`src/sv/nchc_pkg.sv`:
```
// ----------------------------------------------------------------------------
// nchc_pkg: shared types and constants of the neighbor cache
// Status codes, modes, register indexes and the queue payload type.
// ----------------------------------------------------------------------------
`default_nettype none
package nchc_pkg;

   localparam int ENTRY_DEPTH_DEF = 64;
   localparam int HOST_DEPTH_DEF  = 32;
   localparam int LINK_BYTES_DEF  = 8;

   localparam logic [15:0] REJECT_MASK_RESET = 16'd97;
   localparam logic [31:0] MAX_AGE_RESET     = 32'd90;

   localparam logic [1:0] MODE_UPDATE = 2'd0;
   localparam logic [1:0] MODE_LOOKUP = 2'd1;
   localparam logic [1:0] MODE_TICK   = 2'd2;

   localparam logic [3:0] ST_TICK      = 4'd0;
   localparam logic [3:0] ST_ADDED     = 4'd1;
   localparam logic [3:0] ST_REFRESHED = 4'd2;
   localparam logic [3:0] ST_IGNORED   = 4'd3;
   localparam logic [3:0] ST_ENT_FULL  = 4'd4;
   localparam logic [3:0] ST_HOST_FULL = 4'd5;
   localparam logic [3:0] ST_LINK_LONG = 4'd6;
   localparam logic [3:0] ST_FRESH     = 4'd7;
   localparam logic [3:0] ST_STALE     = 4'd8;
   localparam logic [3:0] ST_MISS      = 4'd9;

   localparam logic [0:0] CSR_REJECT_MASK = 1'd0;
   localparam logic [0:0] CSR_MAX_AGE     = 1'd1;

   // classified command handed from front to back
   typedef enum logic [1:0] {
      CMD_TICK,
      CMD_LOOKUP,
      CMD_UPDATE,
      CMD_IGNORE
   } cmd_type;

   typedef struct packed {
      cmd_type     cmd;
      logic        is_ipv6;
      logic [63:0] address_high;
      logic [63:0] address_low;
      logic [63:0] link_addr;
      logic [3:0]  link_len;
   } job_type;

   function automatic logic [63:0] link_mask(input logic [3:0] len);
      logic [63:0] m;
      m = '0;
      for (int b = 0; b < 8; b++) begin
         if (len > 4'(b)) begin
            m[b*8 +: 8] = 8'hff;
         end
      end
      return m;
   endfunction

endpackage
`default_nettype wire

```
`src/sv/nchc_queue.sv`:
```
// ----------------------------------------------------------------------------
// nchc_queue: job queue
// Two-entry FIFO between classifier and table engine.
// ----------------------------------------------------------------------------
`default_nettype none
module nchc_queue
   import nchc_pkg::*;
(
   input  wire logic clock,
   input  wire logic reset,
   input  wire logic push,
   input  job_type   push_data,
   output logic      full,
   input  wire logic pop,
   output logic      not_empty,
   output job_type   pop_data
);

   job_type    slot_ff [2];
   logic       wptr_ff, wptr_in, rptr_ff, rptr_in;
   logic [1:0] cnt_ff, cnt_in;

   always_comb begin
      wptr_in = wptr_ff ^ push;
      rptr_in = rptr_ff ^ pop;
      cnt_in  = cnt_ff + {1'b0, push} - {1'b0, pop};
      full      = cnt_ff == 2'd2;
      not_empty = cnt_ff != 2'd0;
      pop_data  = slot_ff[rptr_ff];
   end

   always_ff @(posedge clock) begin
      if (reset) begin
         wptr_ff <= 1'b0;
         rptr_ff <= 1'b0;
         cnt_ff  <= '0;
      end else begin
         wptr_ff <= wptr_in;
         rptr_ff <= rptr_in;
         cnt_ff  <= cnt_in;
      end
      if (push) begin
         slot_ff[wptr_ff] <= push_data;
      end
   end

   assert property (@(posedge clock) disable iff (reset) !(pop && !not_empty))
      else $error("pop from empty queue");
   assert property (@(posedge clock) disable iff (reset) cnt_ff <= 2'd2)
      else $error("queue count overflow");
   assert property (@(posedge clock) disable iff (reset)
      (push && !pop && !full) |=> cnt_ff == $past(cnt_ff) + 2'd1)
      else $error("queue count lost a push");

endmodule
`default_nettype wire

```
`config.mk`:
```
export PLATFORM = sky130hd
export DESIGN_NAME = nchc_queue
export DESIGN_NICKNAME = d
export VERILOG_FILES = /design/src/sv/nchc_pkg.sv /design/src/sv/nchc_queue.sv
export SDC_FILE = /design/constraint.sdc
export NUM_CORES = 1
export LEC_CHECK = 0
export BUFFER_PORTS_ARGS = -buffer_cell sky130_fd_sc_hd__buf_2
export CELL_PAD_IN_SITES_DETAIL_PLACEMENT = 1
export CELL_PAD_IN_SITES_GLOBAL_PLACEMENT = 1
export CORE_AREA = 2 2 186 188
export CTS_CLUSTER_SIZE = 24
export DETAILED_ROUTE_END_ITERATION = 10
export DIE_AREA = 0 0 188 190
export PLACE_DENSITY = 0.89
export SLEW_MARGIN = 20
export SYNTH_ARGS = -nofsm -noshare
export SYNTH_HDL_FRONTEND = slang
export SYNTH_SLANG_ARGS = --single-unit
```
`constraint.sdc`:
```
create_clock -name clock -period 8.1 [get_ports clock]
set_input_delay 2.43 -clock clock [delete_from_list [all_inputs] [get_ports clock]]
set_output_delay 2.43 -clock clock [all_outputs]
set_load 0.01 [all_outputs]
```
* Yosys cells after proc, flatten, opt, wreduce, memory -nomap -nowiden
Memory sizes are Yosys's and may differ from the RTL's. A register that Yosys moved wholly into a read port is not among the register bits. Cells that the tools add are included.
Cells by class: magnitude comparators 0, $mul 0, mux-type cells 3, reduce and logical (&&, ||, !) cells 1, bitwise gates (word level) 2, equal/unequal tests 1, divide/modulo/power cells 0, add/subtract/negate cells 2, shift-type cells 0
Operators with widths (number):
- 1-bit 2-to-1 mux | 3
- 2-bit by 1-bit adder with 2-bit output | 1
- 2-bit equality test (second input constant) | 1
- 2-bit nonzero test | 1
- 2-bit by 1-bit subtractor with 2-bit output | 1
- 1-bit XOR | 2
Storage, ports and cells: output and inout port bits 201, memory bits (read-only) 0, latch bits 0, memories kept 1, logic and storage cells 13, bits in registers 4, bits in writable memories 398
Memory list:
- slot_ff | words 2, bits a word 199, rd ports 1, clocked after memory_dff 1, write ports 1, line nchc_queue.sv:19 | job_type slot_ff [2];

* Logic depth before layout (Yosys ltp)
depth in word-level cells 2, mapped depth 6, gate-level depth less buffers 6

* Worst setup path after synthesis
No wires, ideal clock.
path kind input to register, from in push, to mem slot_ff[0][0] (netlist bit) (enable), setup time 0.585 ns, data required time 7.515 ns, buffers on the path 0, stages 1, data arrival time 7.037 ns, setup slack 0.478 ns, cells stage by stage ha_1
Between the ends: longest elaborated chain between the ends 2
RTL lines:
- start, declared | line nchc_queue.sv:11 | input wire logic push,
- 1-bit 2-to-1 mux | line nchc_queue.sv:42 | if (push) begin
- 1-bit 2-to-1 mux (not written as such) | line nchc_queue.sv:43 | slot_ff[wptr_ff] <= push_data;
- end, declared | line nchc_queue.sv:19
No other way between the ends.

==> results.yml <==
timing:
  fin_crit_sh: 0.637
  max_freq_mhz: 194
  rsz0062_at_grt: "false"
  finalCriticalPeriod_ns: 5.16
  hold_viol_final: 0
  finalSetupViolCount: 0
  tns_ns: 0
  finClkSkew_ns: 0.0173
  max_slew_margin: 0.362
  worst_pin_slew_ns: 0.957
  drv_slew: 0
logic_synthesis:
  yosys-top-cells-area: "edfxtp_1 (81%), mux2_2 (15%), clkbuf_8 (1.8%)"
  synth_top_area_frac: 0.814
  async_flop_share: 0
  yosysMostFrequentCell: "edfxtp_1"
  avgSynthCellArea_um2: 23.0
  ys.flop_type: "edfxtp_1"
  syn_area_um2: 14700
  ys_warn_count: 0
  synth_top_cell_by_area: "edfxtp_1"
  ys_seq_area_frac: 0.819
  ys_ff_latch: 402
  yosys.cell_types.count: 12
  yosys-top-cells-count: "edfxtp_1 (398), mux2_2 (199), clkbuf_8 (19)"
  synth_edf_count: 398
  postSynthCellCount: 638
  synth_nets: 845
clock_network:
  clock-sinks: 402
  postCtsSetupBuffers: 0
  clk_pin_slew_ns: 0.06
  cts_buffer_depth: 3
  postCtsHoldBufs: 0
  cts_tree: "built"
  numCtsBuffers: 42
  clock-root-buffer: "clkbuf_16"
  clock_latency_ns: 0.55
  cts_resized: 0
  cts_max_level: 2
die:
  fp.dieArea_um2: 35700
  start_util: 0.433
  die_h_um: 190
  dieWidth_um: 188
  row_count: 68
  pin_count: 404
  core_area_um2: 33900
pwr:
  power_frac_seq: 0.511
  peakVddDrop_uv: 272
  combPwrFrac: 0.106
  p_int_w: 0.00376
  switchingPower_w: 0.00108
  p_clk_frac: 0.384
  p_leak_nw: 6.85
  power.density_nw_per_um2: 263
  swShare: 0.223
drt:
  postRouteAntennaNets: 0
  drt_iter0_drc: 303
  first_pass_iters: 4
  dr_total_vias: 7693
  wl_um: 35200
  post-route-drc-count: 0
  drt-wirelength-per-cell_um: 22.6
  viasPerCell: 4.94
worst_setup_path:
  crit_arrival_ns: 2.73
  endpoint_kind: "output port"
  crit_path_start_kind: "flip-flop"
  path_class: "reg -> out"
  crit_fanout: 162
  regToRegSetupSlack_ns: 5.84
  required_ns: 5.67
final_layout:
  drive_above_1_share: 0.605
  syn_to_final_growth_pct: 25.4
  multi_input_area_um2: 2380
  seq_area_um2: 12000
  final_area_um2: 18400
  nFillCells: 3114
  final_nets: 1275
grt:
  track_usage: 0.194
  grt_max_degree: 163
  grt_pass1_wl_um: 51800
  grt_pass1_vias: 8582
  grt_overflow: 0
  antenna_found_initial: 5
placement:
  numPortBuffers: 403
  hpwl_um: 22800
  place_area_um2: 17100
  place_congestion: 0.798
status:
  status: "completed"
job:
  cap_viol_max_count: 0
hold_path:
  hp-class: "reg -> reg"
[kinds of logic (layout without fill, tap and decap cells)]
kind of cell | count (synthesis) | in the layout | synth area share
DFF | 402 | 402 | 0.819
muxes | 199 | 199 | 0.153
xor gates and xnor gates | 2 | 2 | 0.00213
and+or+nand+nor | 6 | 6 | 0.00204
buffers and inverters | 25 | 487 | 0.0209
other | 0 | 3 | 0
adders and majority gates | 4 | 4 | 0.00341
[metrics by stage]
step	power (W)	cells	hold WS [ns]	worst slack (ns)	util
after global routing	0.00500	1557	0.679	2.81	0.543
after CTS	0.00490	1555	0.669	2.96	0.543
final	0.00485	1558	0.653	2.94	0.543
after floorplan	0.00282	638	0.519	0.478	-
after global placement	0.00299	1479	0.595	3.59	0.503
after detailed placement	0.00303	1479	0.654	3.55	0.503
[power groups by stage]
stage | logic (W) | registers [W] | clock network (W)
finish | 0.000512 | 0.00248 | 0.00186
global route | 0.000549 | 0.00249 | 0.00197
CTS | 0.000522 | 0.00248 | 0.00190
detailed placement | 0.000513 | 0.00252 | 0
global placement | 0.000492 | 0.00250 | 0
floorplan | 0.000301 | 0.00252 | 0
[metal layers]
| metal | share of wire | track usage | vias up |
|---|---|---|---|
| met5 | 0.0013 | 0 | - |
| met4 | 0.027 | 0.0778 | 6 |
| met3 | 0.084 | 0.0646 | 63 |
| met2 | 0.53 | 0.349 | 359 |
| met1 | 0.36 | 0.212 | 3849 |
| li1 | - | - | 3416 |
[critical path, stage by stage, from the launching register on]
cell	delay [ns]
dfxtp_4	0.70
buf_12	0.66
mux2_2	0.43
buf_2	0.15
[final timing paths]
check,startpoint,to,cells after the start
worst max-delay path,rptr_ff,pop_data[102],3
worst min-delay path,wptr_ff,wptr_ff,3
worst max register to register,wptr_ff,slot_ff[1][68],2
worst min register to register,wptr_ff,wptr_ff,3
[registers in the layout, summed over array words and instances, names as in the netlist]
register and flops:
cnt_ff 2, rptr_ff 1, slot_ff 398, wptr_ff 1
[placed cells by master, fill, tap and decap left out, drive strengths merged, types with 2 or more instances in the layout]
cell,count
ha,4
diode,3
nor2b,2
buf,408
mux2,199
bufinv,2
clkinv,14
clkbuf,59
dfxtp,4
nor2,3
inv,3
edfxtp,398
[area by class of cell]
class,count,share of cell area
multi-input cells,211,0.129
repair buffers,408,0.114
flip-flops and latches,402,0.653
clock buffers,59,0.0656
clock inverters,17,0.00679
diodes,3,0.000407
well taps,455,0.0309
inverters,3,0.000611
(Power assumes the default switching activity.)
