===== src/sv/nchc_pkg.sv =====
// ----------------------------------------------------------------------------
// nchc_pkg: shared types and constants of the neighbor cache
// Status codes, modes, register indexes and the queue payload type.
// ----------------------------------------------------------------------------
`default_nettype none
package nchc_pkg;

   localparam int ENTRY_DEPTH_DEF = 64;
   localparam int HOST_DEPTH_DEF  = 32;
   localparam int LINK_BYTES_DEF  = 8;

   localparam logic [15:0] REJECT_MASK_RESET = 16'd97;
   localparam logic [31:0] MAX_AGE_RESET     = 32'd90;

   localparam logic [1:0] MODE_UPDATE = 2'd0;
   localparam logic [1:0] MODE_LOOKUP = 2'd1;
   localparam logic [1:0] MODE_TICK   = 2'd2;

   localparam logic [3:0] ST_TICK      = 4'd0;
   localparam logic [3:0] ST_ADDED     = 4'd1;
   localparam logic [3:0] ST_REFRESHED = 4'd2;
   localparam logic [3:0] ST_IGNORED   = 4'd3;
   localparam logic [3:0] ST_ENT_FULL  = 4'd4;
   localparam logic [3:0] ST_HOST_FULL = 4'd5;
   localparam logic [3:0] ST_LINK_LONG = 4'd6;
   localparam logic [3:0] ST_FRESH     = 4'd7;
   localparam logic [3:0] ST_STALE     = 4'd8;
   localparam logic [3:0] ST_MISS      = 4'd9;

   localparam logic [0:0] CSR_REJECT_MASK = 1'd0;
   localparam logic [0:0] CSR_MAX_AGE     = 1'd1;

   // classified command handed from front to back
   typedef enum logic [1:0] {
      CMD_TICK,
      CMD_LOOKUP,
      CMD_UPDATE,
      CMD_IGNORE
   } cmd_type;

   typedef struct packed {
      cmd_type     cmd;
      logic        is_ipv6;
      logic [63:0] address_high;
      logic [63:0] address_low;
      logic [63:0] link_addr;
      logic [3:0]  link_len;
   } job_type;

   function automatic logic [63:0] link_mask(input logic [3:0] len);
      logic [63:0] m;
      m = '0;
      for (int b = 0; b < 8; b++) begin
         if (len > 4'(b)) begin
            m[b*8 +: 8] = 8'hff;
         end
      end
      return m;
   endfunction

endpackage
`default_nettype wire


===== src/sv/nchc_req_if.sv =====
// ----------------------------------------------------------------------------
// nchc_req_if: request channel
// Valid/ready channel carrying one neighbor cache command beat.
// ----------------------------------------------------------------------------
`default_nettype none
interface nchc_req_if;
   logic        valid;
   logic        ready;
   logic [1:0]  mode;
   logic        is_new_message;
   logic [15:0] neighbor_state;
   logic        has_link_addr;
   logic        is_ipv6;
   logic [63:0] address_high;
   logic [63:0] address_low;
   logic [63:0] link_addr;
   logic [3:0]  link_len;

   modport source (output valid, mode, is_new_message, neighbor_state, has_link_addr,
      is_ipv6, address_high, address_low, link_addr, link_len, input ready);
   modport sink (input valid, mode, is_new_message, neighbor_state, has_link_addr,
      is_ipv6, address_high, address_low, link_addr, link_len, output ready);
endinterface
`default_nettype wire


===== src/sv/nchc_front.sv =====
// ----------------------------------------------------------------------------
// nchc_front: request classifier
// Takes request beats, applies the reject filter and pushes jobs.
// ----------------------------------------------------------------------------
`default_nettype none
module nchc_front
   import nchc_pkg::*;
(
   input  wire logic   clock,
   input  wire logic   reset,
   nchc_req_if.sink    req,
   input  wire logic [15:0] reject_mask,
   output logic        job_push,
   output job_type     job_data,
   input  wire logic   job_full
);

   always_comb begin
      req.ready = !job_full;
      job_push  = req.valid && !job_full;
      job_data.is_ipv6      = req.is_ipv6;
      job_data.address_high = req.is_ipv6 ? req.address_high : 64'd0;
      job_data.address_low  = req.is_ipv6 ? req.address_low
                                          : {32'd0, req.address_low[31:0]};
      job_data.link_addr    = req.link_addr & link_mask(req.link_len);
      job_data.link_len     = req.link_len;
      case (req.mode)
         MODE_TICK:   job_data.cmd = CMD_TICK;
         MODE_LOOKUP: job_data.cmd = CMD_LOOKUP;
         MODE_UPDATE: job_data.cmd = (req.is_new_message && req.has_link_addr &&
                         (req.neighbor_state & reject_mask) == 16'd0) ? CMD_UPDATE
                                                                     : CMD_IGNORE;
         default:     job_data.cmd = CMD_IGNORE;
      endcase
   end

   always_ff @(posedge clock) begin
      if (!reset) begin
         assert (!(job_push && job_full)) else $error("push into full queue");
      end
   end

endmodule
`default_nettype wire


===== src/flat_wrapper.sv =====
// flat-port wrapper written by rule: the top's interface ports become plain ports
module nchc_front_flat import nchc_pkg::*;
  (clock, reset, reject_mask, job_push, job_data, job_full, req_valid, req_mode, req_is_new_message, req_neighbor_state, req_has_link_addr, req_is_ipv6, req_address_high, req_address_low, req_link_addr, req_link_len, req_ready);
  nchc_req_if req_i ();
  input  wire logic clock;
  input  wire logic reset;
  input  wire logic [15:0] reject_mask;
  output logic job_push;
  output job_type job_data;
  input  wire logic job_full;
  input wire logic [$bits(req_i.valid)-1:0] req_valid;
  input wire logic [$bits(req_i.mode)-1:0] req_mode;
  input wire logic [$bits(req_i.is_new_message)-1:0] req_is_new_message;
  input wire logic [$bits(req_i.neighbor_state)-1:0] req_neighbor_state;
  input wire logic [$bits(req_i.has_link_addr)-1:0] req_has_link_addr;
  input wire logic [$bits(req_i.is_ipv6)-1:0] req_is_ipv6;
  input wire logic [$bits(req_i.address_high)-1:0] req_address_high;
  input wire logic [$bits(req_i.address_low)-1:0] req_address_low;
  input wire logic [$bits(req_i.link_addr)-1:0] req_link_addr;
  input wire logic [$bits(req_i.link_len)-1:0] req_link_len;
  output wire logic [$bits(req_i.ready)-1:0] req_ready;
  assign req_i.valid = req_valid;
  assign req_i.mode = req_mode;
  assign req_i.is_new_message = req_is_new_message;
  assign req_i.neighbor_state = req_neighbor_state;
  assign req_i.has_link_addr = req_has_link_addr;
  assign req_i.is_ipv6 = req_is_ipv6;
  assign req_i.address_high = req_address_high;
  assign req_i.address_low = req_address_low;
  assign req_i.link_addr = req_link_addr;
  assign req_i.link_len = req_link_len;
  assign req_ready = req_i.ready;
  nchc_front u_core (.clock(clock), .reset(reset), .req(req_i), .reject_mask(reject_mask), .job_push(job_push), .job_data(job_data), .job_full(job_full));
endmodule

===== config.mk =====
export PLATFORM = sky130hd
export DESIGN_NAME = nchc_front_flat
export DESIGN_NICKNAME = d
export VERILOG_FILES = /design/src/sv/nchc_pkg.sv /design/src/sv/nchc_req_if.sv /design/src/sv/nchc_front.sv /design/src/flat_wrapper.sv
export SDC_FILE = /design/constraint.sdc
export NUM_CORES = 1
export LEC_CHECK = 0
export BUFFER_PORTS_ARGS = -buffer_cell sky130_fd_sc_hd__buf_2
export CAP_MARGIN = 20
export CORE_AREA = 8 8 164 166
export DETAILED_ROUTE_END_ITERATION = 7
export DIE_AREA = 0 0 172 174
export REMOVE_ABC_BUFFERS = 1
export SLEW_MARGIN = 20
export SYNTH_ARGS = -nofsm -noshare
export SYNTH_HDL_FRONTEND = slang
export SYNTH_SLANG_ARGS = --single-unit

===== constraint.sdc =====
create_clock -name vclk -period 1
set_input_delay 0.15 -clock vclk [all_inputs]
set_output_delay 0.15 -clock vclk [all_outputs]
set_load 0.01 [all_outputs]

-- After elaboration in Yosys (flattened, before gate mapping)
Cells that the tools add are included.
- bitwise operators: 2
- order comparisons: 8
- multiplexer cells: 12
- eq/ne operators: 2
- reduce and logical (&&, ||, !) cells: 6
- operators by type and width (operator ; count):
    $mux 64 ; 2
    $and 64x64->64 ; 1
    $mux 8 ; 8
    $and 16x16->16 ; 1
    $gt 4x3->1 const B ; 4
    $logic_not 16->1 ; 1
    $gt 4x1->1 const B ; 2
    $gt 4x2->1 const B ; 2
    $pmux 2 s3 ; 1
    $logic_and 1x1->1 ; 3
    $eq 2x1->1 const B ; 1
    $eq 2x2->1 const B ; 1
    $logic_not 2->1 ; 1
    $logic_not 1->1 ; 1
    $mux 1 ; 1
- bits in registers: 0
- word-level logic and storage cells: 30

-- Depth between registers and ports, before layout
Gate-level depths: netlist of run 1.
- depth after elaboration: 5
- depth in mapped cells: 5
- gate-level depth less buffers: 5

-- Least setup slack after synthesis of run 1
Ideal clock, no wire load.
- path type: input to output
- from: input req_neighbor_state[2]
- to: output job_data[197] (netlist bit)
- data arrival time: 882 ps
- cell stages on the path: 4
- required time: 850 ps
- path slack: -32 ps
- cell sequence: a22o_1 > a221oi_1 > nand4_1 > o22a_1
- RTL lines (item ; line ; text):
    start: declaration ; flat_wrapper.sv:14 ; input wire logic [$bits(req_i.neighbor_state)-1:0] req_neighbor_state;
    end: declaration ; flat_wrapper.sv:9 ; output job_type job_data;

==> results of run 1 <==
[logic make-up (layout without fill, tap and decap cells)]
group | count (synthesis) | after routing | synth area share [%]
AND/OR/NAND/NOR | 171 | 171 | 70.6
adder cells (fa/ha/maj) | 2 | 2 | 1.60
AO/OA/AOI/OAI | 13 | 13 | 6.47
other | 0 | 2 | 0
buffers and inverters | 52 | 397 | 21.3
[path summary, 6_finish.rpt]
kind	endpoint	slack [ps]	cells past startpoint
setup / recovery	job_data[197]	-280	6
hold / removal	job_data[87]	300	0
[layout by cell type, fill, tap and decap left out, drive strengths merged, types with 2 or more instances in the layout]
master and n:
ha 2, a21oi 2, a221oi 3, clkbuf 3, a22oi 2, nor2 6
buf 390, a22o 3, inv 4, nand4 2, and2 112, and2b 23
diode 2, nor2b 26
[routing by layer]
| metal | vias to the layer above | part of all wire (%) | GRT usage, % | wire [µm] |
|---|---|---|---|---|
| li1 | 1393 | - | - | - |
| met1 | 1264 | 29 | 8.02 | 5040 |
| met2 | 315 | 47 | 17.9 | 8230 |
| met3 | 12 | 23 | 9.05 | 3990 |
| met4 | 2 | 0.70 | 0.359 | 122 |
| met5 | - | 0.32 | 1.74 | 55 |
[power by group through the flow]
stage            clock, mW  sequential (mW)  combinational [mW]
2_1_floorplan            0                0               0.550
3_3_place_gp             0                0                1.54
3_5_place_dp             0                0                1.55
4_1_cts                  0                0                1.67
5_1_grt        0.000000134                0                1.93
6_report       0.000000268                0                1.77
[layout make-up]
class,count,area (µm²),area share (%)
antenna,2,5.00,0.121
inverter,4,15.0,0.364
multi-input combinational,186,1360,32.9
tap,330,413,10.0
timing repair buffer,393,2330,56.6
[timing repair]
action / in CTS / in global routing
endpoints found under the hold margin: 0 / 0
endpoints found under the setup margin: 57 / 72
setup buffers: 4 / 1
gates resized for setup: 51 / 31
cloned: 0 / 3
pin swaps: 13 / 11
[stage by stage]
stage               hold WS [ps]  util, %  TNS [ps]  setup WS [ps]
floorplan                    300        -      -178          -31.7
global route                 300     16.8     -4310           -351
detailed placement           300     14.9    -10150           -305
CTS                          300     15.9     -3280           -249
global placement             300     14.9     -9640           -294
finish                       300     16.8     -3230           -282
==> results.yml, run 1 <==
run_status:
  run_status: "finished, violations left"
  violations: "setup timing"
worst_setup_path:
  cp_slowest_stage_delay_ps: 230
  startpoint: "reject_mask[5]"
  cp-start-kind: "input pin"
  cp.arrival_ps: 1130
  path_max_fanout: 1
  cp-end-kind: "output port"
  crit_slowest_cell: "a22o_1"
  critPathRequiredTime_ps: 850
  crit_chain: "buf_6 > a22o_1 > a221oi_2 > nand4_1 > o22a_1 > buf_2"
  critPathBufInv: 2
  crit_family: "compound AO/OA/AOI/OAI gates"
  criticalPathCategory: "in -> out"
detailed_routing:
  vias: 2986
  first_iter_violations: 58
  drc_errors: 0
  antenna_left: 0
  firstDrtPassIters: 4
  viasPerCell: 3.26
  wl_mm: 17.4
  wire_per_inst_um: 19.0
hold_path:
  min_from: "req_address_low[19]"
  hold_class: "in -> out"
die:
  initial_core_util_pct: 6.39
  rows: 58
  design.core.area_um2: 24500
  die_width_um: 172
  pin_count: 438
  die-area_um2: 29900
  die_h_um: 174
power:
  pwr-share-comb_pct: 100.0
  power.leakage_nw: 2.38
  swShare_pct: 45.4
  internal_power_mw: 0.967
  p_total_mw: 1.77
  clock_power_share_pct: 0
  p_sw_mw: 0.803
  seqPwrFrac_pct: 0
  ir_worst_vdd_uv: 157
  powerDensity_nw_per_um2: 430
job:
  cap_violations: 0
timing:
  min_period_ps: 1280
  tightest_slew_ps: 225
  min_period_over_period_pct: 128
  slew_headroom_pct: 84.9
  setup_slack_ps: -282
  finalHoldViolations: 0
  rsz0062_at_grt: "yes"
  final-setup-viol-count: 35
  fmax_mhz: 780
  slew_violations: 0
global_routing:
  grt-ovfl-total: 0
  grt_max_degree: 54
  antenna_found_initial: 4
  first_global_vias: 3308
  grt_usage_pct: 9.88
  grt_pass1_wl_mm: 21.9
synthesis:
  synth_area_um2: 1570
  synthCells: 238
  synth_seq_area_share_pct: 0
  synth.top_cell.area_share_pct: 44.7
  ys_types: 19
  synth_top_area_cell: "and2_1"
  syn_avg_cell_area_um2: 6.59
  synth_commonest_cells: "112 x and2_1, 37 x buf_4, 26 x nor2b_1, 15 x and2b_1, 11 x clkbuf_1"
  synthTopCellsByArea: "and2_1 45%, buf_4 18%, nor2b_1 10%"
  synth.most_common_cell: "and2_1"
  synth_warnings: 0
layout:
  area_delta_synth_final_pct: 163
  final.clkbuf_count: 0
  final_cell_area_um2: 4120
  seq_area_um2: 0
  drive_above_1_share_pct: 72.4
  nFillCells: 2822
  nNetsFinal: 824
  stdcell_count: 915
  seq_cells: 0
clock_tree:
  cts_hold_buf: 0
place:
  placedCellCount: 906
  io_buffers: 372
  gp_congestion: 0.799
  place_hpwl_mm: 15.3
  place_area_um2: 3650
(Power assumes the default switching activity.)
==> run 2: changes to the inputs <==
--- a/config.mk
+++ b/config.mk
@@ -10,8 +10,9 @@
 export CORE_AREA = 8 8 164 166
 export DETAILED_ROUTE_END_ITERATION = 7
 export DIE_AREA = 0 0 172 174
+export PLACE_DENSITY = 0.38
 export REMOVE_ABC_BUFFERS = 1
-export SLEW_MARGIN = 20
+export SLEW_MARGIN = 25
 export SYNTH_ARGS = -nofsm -noshare
 export SYNTH_HDL_FRONTEND = slang
 export SYNTH_SLANG_ARGS = --single-unit
==> results.yml, run 2 (synthesis results as in run 1) <==
die:
  die-area_um2: 29900
  rows: 58
  pin_count: 438
  die_h_um: 174
  design.core.area_um2: 24500
  initial_core_util_pct: 6.39
  die_width_um: 172
detailed_routing:
  routed-wl-met3_mm: 3.42
  firstDrtPassIters: 3
  wl_mm: 15.2
  viasPerCell: 3.19
  drc_errors: 0
  top_layer: "met5"
  wirelength_met1_mm: 4.17
  first_iter_violations: 34
  antenna_left: 0
  vias: 2935
  wire_per_inst_um: 16.5
  wl_met2_mm: 7.42
power:
  power.leakage_nw: 2.37
  ir_worst_vdd_uv: 127
  swShare_pct: 44.3
  p_sw_mw: 0.760
  powerDensity_nw_per_um2: 419
  clock_power_share_pct: 0
  pwr-share-comb_pct: 100.0
  internal_power_mw: 0.957
  seqPwrFrac_pct: 0
hold_path:
  min_from: "req_address_low[1]"
  hold_class: "in -> out"
  min_to: "job_data[69]"
  worstHoldPathCells: 0
layout:
  fin_util_pct: 16.7
  most-common-layout-cells: "352 x buf_2, 109 x and2_1, 28 x buf_6, 25 x nor2b_1, 15 x and2b_1"
  diodes: 0
  nFillCells: 2842
  multi_input_area_um2: 1330
  area_delta_synth_final_pct: 162
  layout_commonest_cell: "buf_2"
  nNetsFinal: 831
  seq_area_um2: 0
  final_cell_area_um2: 4100
  drive_above_1_share_pct: 71.9
  seq_cells: 0
  final.clkbuf_count: 0
global_routing:
  grt_usage_pct: 8.66
  grt-ovfl-total: 0
  grt_pass1_wl_mm: 19.7
  grt_max_degree: 43
  antenna_found_initial: 3
  first_global_vias: 3212
timing:
  final-setup-viol-count: 48
  tightest_slew_ps: 218
  min_period_over_period_pct: 123
  rsz0062_at_grt: "yes"
  setup_slack_ps: -233
  slew_violations: 0
  fmax_mhz: 811
  finalHoldViolations: 0
  slew_headroom_pct: 85.3
  min_period_ps: 1230
clock_tree:
  cts_hold_buf: 0
place:
  place_hpwl_mm: 13.8
  gp_congestion: 0.760
  io_buffers: 372
  place_area_um2: 3700
worst_setup_path:
  cp-start-kind: "input pin"
  cp.arrival_ps: 1080
  criticalPathCategory: "in -> out"
  path_max_fanout: 1
  cp-end-kind: "output port"
  critPathRequiredTime_ps: 850
job:
  cap_violations: 0
run_status:
  violations: "setup timing"
  run_status: "finished, violations left"
[run 2: critical path: stages]
cell and delay (ps):
buf_6 90, a22o_1 220, a221oi_2 170, nand4_1 120
o22a_1 190, buf_2 140
[run 2: final cells by class]
type	count	share of cell area (%)
Timing Repair Buffer	400	57.2
Multi-Input combinational cell	186	32.3
Tap cell	330	10.1
Inverter	4	0.366
[run 2: power groups by stage]
stage / Clock, mW / Sequential (mW) / Combinational, mW
6_report: 0 / 0 / 1.72
4_1_cts: 0 / 0 / 1.68
5_1_grt: 0 / 0 / 1.88
2_1_floorplan: 0 / 0 / 0.550
3_5_place_dp: 0 / 0 / 1.55
3_3_place_gp: 0 / 0 / 1.56
[run 2: metrics by stage]
step                total power [mW]  TNS, ps  hold slack (ps)  worst slack (ps)  std cells
CTS                             1.68    -3870              300              -239        912
global route                    1.88    -6620              300              -300        920
finish                          1.72    -4230              300              -233        920
global placement                1.56   -10770              300              -326        911
detailed placement              1.55   -11490              300              -318        911
floorplan                      0.550     -178              300             -31.7        190
[run 2: how the worst max path moves through the flow]
stage	start	end	slack, ps
3_5_place_dp	req_neighbor_state[2]	job_data[197]	-320
4_1_cts	reject_mask[2]	job_data[197]	-240
6_report	reject_mask[2]	job_data[197]	-230
5_1_grt	reject_mask[5]	job_data[197]	-300
3_3_place_gp	req_neighbor_state[4]	job_data[197]	-330
2_1_floorplan	req_neighbor_state[2]	job_data[197]	-30
[run 2: metal layers]
layer / track usage, % / vias to the layer above
met5: 2.26 / -
met4: 0 / 6
met3: 7.51 / 12
met2: 16.8 / 314
met1: 6.46 / 1200
li1: - / 1403
[run 2: what timing repair did]
item | 4_1_cts | 5_1_grt
cloned | 1 | 1
pin swaps | 17 | 13
gates resized for setup | 47 | 18
buffers inserted | 1 | 7
setup endpoints to repair | 57 | 66
==> run 3: changes to the inputs <==
--- a/config.mk
+++ b/config.mk
@@ -5,12 +5,13 @@
 export SDC_FILE = /design/constraint.sdc
 export NUM_CORES = 1
 export LEC_CHECK = 0
+export ABC_AREA = 1
 export BUFFER_PORTS_ARGS = -buffer_cell sky130_fd_sc_hd__buf_2
 export CAP_MARGIN = 20
-export CORE_AREA = 8 8 164 166
+export CORE_AREA = 8 8 163 165
 export DETAILED_ROUTE_END_ITERATION = 7
-export DIE_AREA = 0 0 172 174
-export PLACE_DENSITY = 0.38
+export DIE_AREA = 0 0 171 173
+export PLACE_DENSITY = 0.39
 export REMOVE_ABC_BUFFERS = 1
 export SLEW_MARGIN = 25
 export SYNTH_ARGS = -nofsm -noshare
==> results.yml, run 3 <==
timing:
  holdWs_ps: 300
  rsz0062_at_grt: "yes"
  min_period_ps: 1000
  tightest_slew_ps: 204
  min_period_over_period_pct: 100
  finalHoldViolations: 0
  fmax_mhz: 995
  setup_slack_ps: -4.75
  final-setup-viol-count: 3
  slew_headroom_pct: 86.3
  slew_violations: 0
global_routing:
  grt.met3_usage_pct: 5.76
  antenna_found_initial: 1
  grt_util_met2_pct: 18.4
  first_global_vias: 3580
  grt_max_degree: 35
  grt_pass1_wl_mm: 21.1
  grt-ovfl-total: 0
  gr-usage-met1_pct: 8.05
  grt_usage_pct: 9.36
  top_usage_layer: "met2"
die:
  die_width_um: 171
  die-area_um2: 29600
  design.core.area_um2: 24000
  initial_core_util_pct: 7.54
  die_h_um: 173
  pin_count: 438
  rows: 57
detailed_routing:
  vias: 3414
  drc_errors: 0
  viasPerCell: 3.13
  antenna_left: 0
  wire_per_inst_um: 14.7
  first_iter_violations: 54
  firstDrtPassIters: 4
  wl_mm: 16.0
layout:
  layout_commonest_cell: "buf_2"
  final.clkbuf_count: 0
  nNetsFinal: 1005
  drive_above_1_share_pct: 53.8
  most-common-layout-cells: "357 x buf_2, 167 x inv_1, 125 x nand2_1, 55 x nor2_1, 13 x buf_6"
  area_delta_synth_final_pct: 131
  seq_area_um2: 0
  seq_cells: 0
clock_tree:
  post_cts_buffers: 0
  cts_hold_buf: 0
run_status:
  violations: "setup timing"
  run_status: "finished, violations left"
synthesis:
  ys_types: 15
  synth.most_common_cell: "inv_1"
  synth_top_area_cell: "inv_1"
  synth_area_um2: 1810
  synth_commonest_cells: "170 x inv_1, 132 x nand2_1, 62 x nor2_1, 37 x buf_4, 7 x buf_2"
  synthTopCellsByArea: "inv_1 35%, nand2_1 27%, buf_4 15%"
  synth.top_cell.area_share_pct: 35.3
  synthCells: 426
  synth_seq_area_share_pct: 0
  synth_warnings: 0
  syn_avg_cell_area_um2: 4.24
worst_setup_path:
  crit_chain: "buf_2 > inv_1 > ha_1 > nand2_1 > o21bai_1 > nand2_1 > buf_6"
  cp-start-kind: "input pin"
  criticalPathCategory: "in -> out"
  path_max_fanout: 3
  critPathRequiredTime_ps: 850
  cp.arrival_ps: 850
  crit_slowest_cell: "ha_1"
  cp-end-kind: "output port"
  cp_slowest_stage_delay_ps: 180
  path_common_cell: "nand2_1"
place:
  io_buffers: 372
  gp_congestion: 0.787
  pre_cts_slack_ps: -111
  place_hpwl_mm: 14.9
power:
  ir_worst_vdd_uv: 209
  powerDensity_nw_per_um2: 411
  power.leakage_nw: 3.36
hold_path:
  hold_class: "in -> out"
job:
  cap_violations: 0
==> run 3: changes by cell type after synthesis, moves of 3 or more <==
cell / before / now
inv_1: 4 / 170
and2b_2: 8 / 0
buf_2: 0 / 7
a22o_1: 3 / 0
nand2_1: 0 / 132
clkbuf_1: 11 / 5
nor2b_1: 26 / 0
a221oi_1: 3 / 0
nor2_1: 6 / 62
and2b_1: 15 / 0
nor2_4: 0 / 3
and2_1: 112 / 0
==> run 3: logic make-up after synthesis <==
group | after synthesis | synth area share, %
fa+ha+maj | 2 | 1.38
simple gates | 198 | 42.5
compound gates | 6 | 2.29
buf+inv | 220 | 53.9
==> run 3: power breakdown <==
group	internal (mW)	total (mW)	switching, mW
logic	0.836	1.71	0.877
registers	0	0	0
clock network	0.000000403	0.000000403	0
total	0.836	1.71	0.877
==> run 3: cell type report <==
class	instances	area [µm²]
tap	324	405
timing repair buffer	387	2200
antenna	3	7.51
inverter	171	647
fill	2845	19800
multi-input combinational	206	906
==> run 3: worst paths after layout <==
path / from / end / slack, ps / depth (start not counted)
max: req_mode[0] / job_data[197] / -5 / 7
min: req_address_low[12] / job_data[80] / 300 / 0
==> run 3: layer usage <==
layer / part of all wire (%) / vias up
met1: 31 / 1367
met2: 50 / 293
li1: - / 1746
met4: 0.46 / 2
met3: 18 / 6
met5: 0.54 / -
==> run 3: worst max-delay path: cells and delay by family <==
kind / cells / cell delay (ps)
simple gates: 2 / 140
fa+ha+maj: 1 / 180
compound gates: 1 / 100
buf+inv: 3 / 270
==> run 3: repair_timing <==
item	CTS	global route
setup endpoints to repair	43	39
gates resized for setup	29	29
gates cloned	0	1
pin swaps	13	7
==> run 3: per-stage QoR <==
step	utilization (%)	power [mW]	TNS, ps	instance area [µm²]	instances
floorplan	-	0.572	0	1480	377
global placement	16.3	1.63	-2080	3910	1087
detailed placement	16.3	1.63	-2140	3910	1087
CTS	16.7	1.68	-26.8	4010	1087
global route	17.4	1.90	-1030	4160	1089
finish	17.4	1.71	-9.97	4170	1091
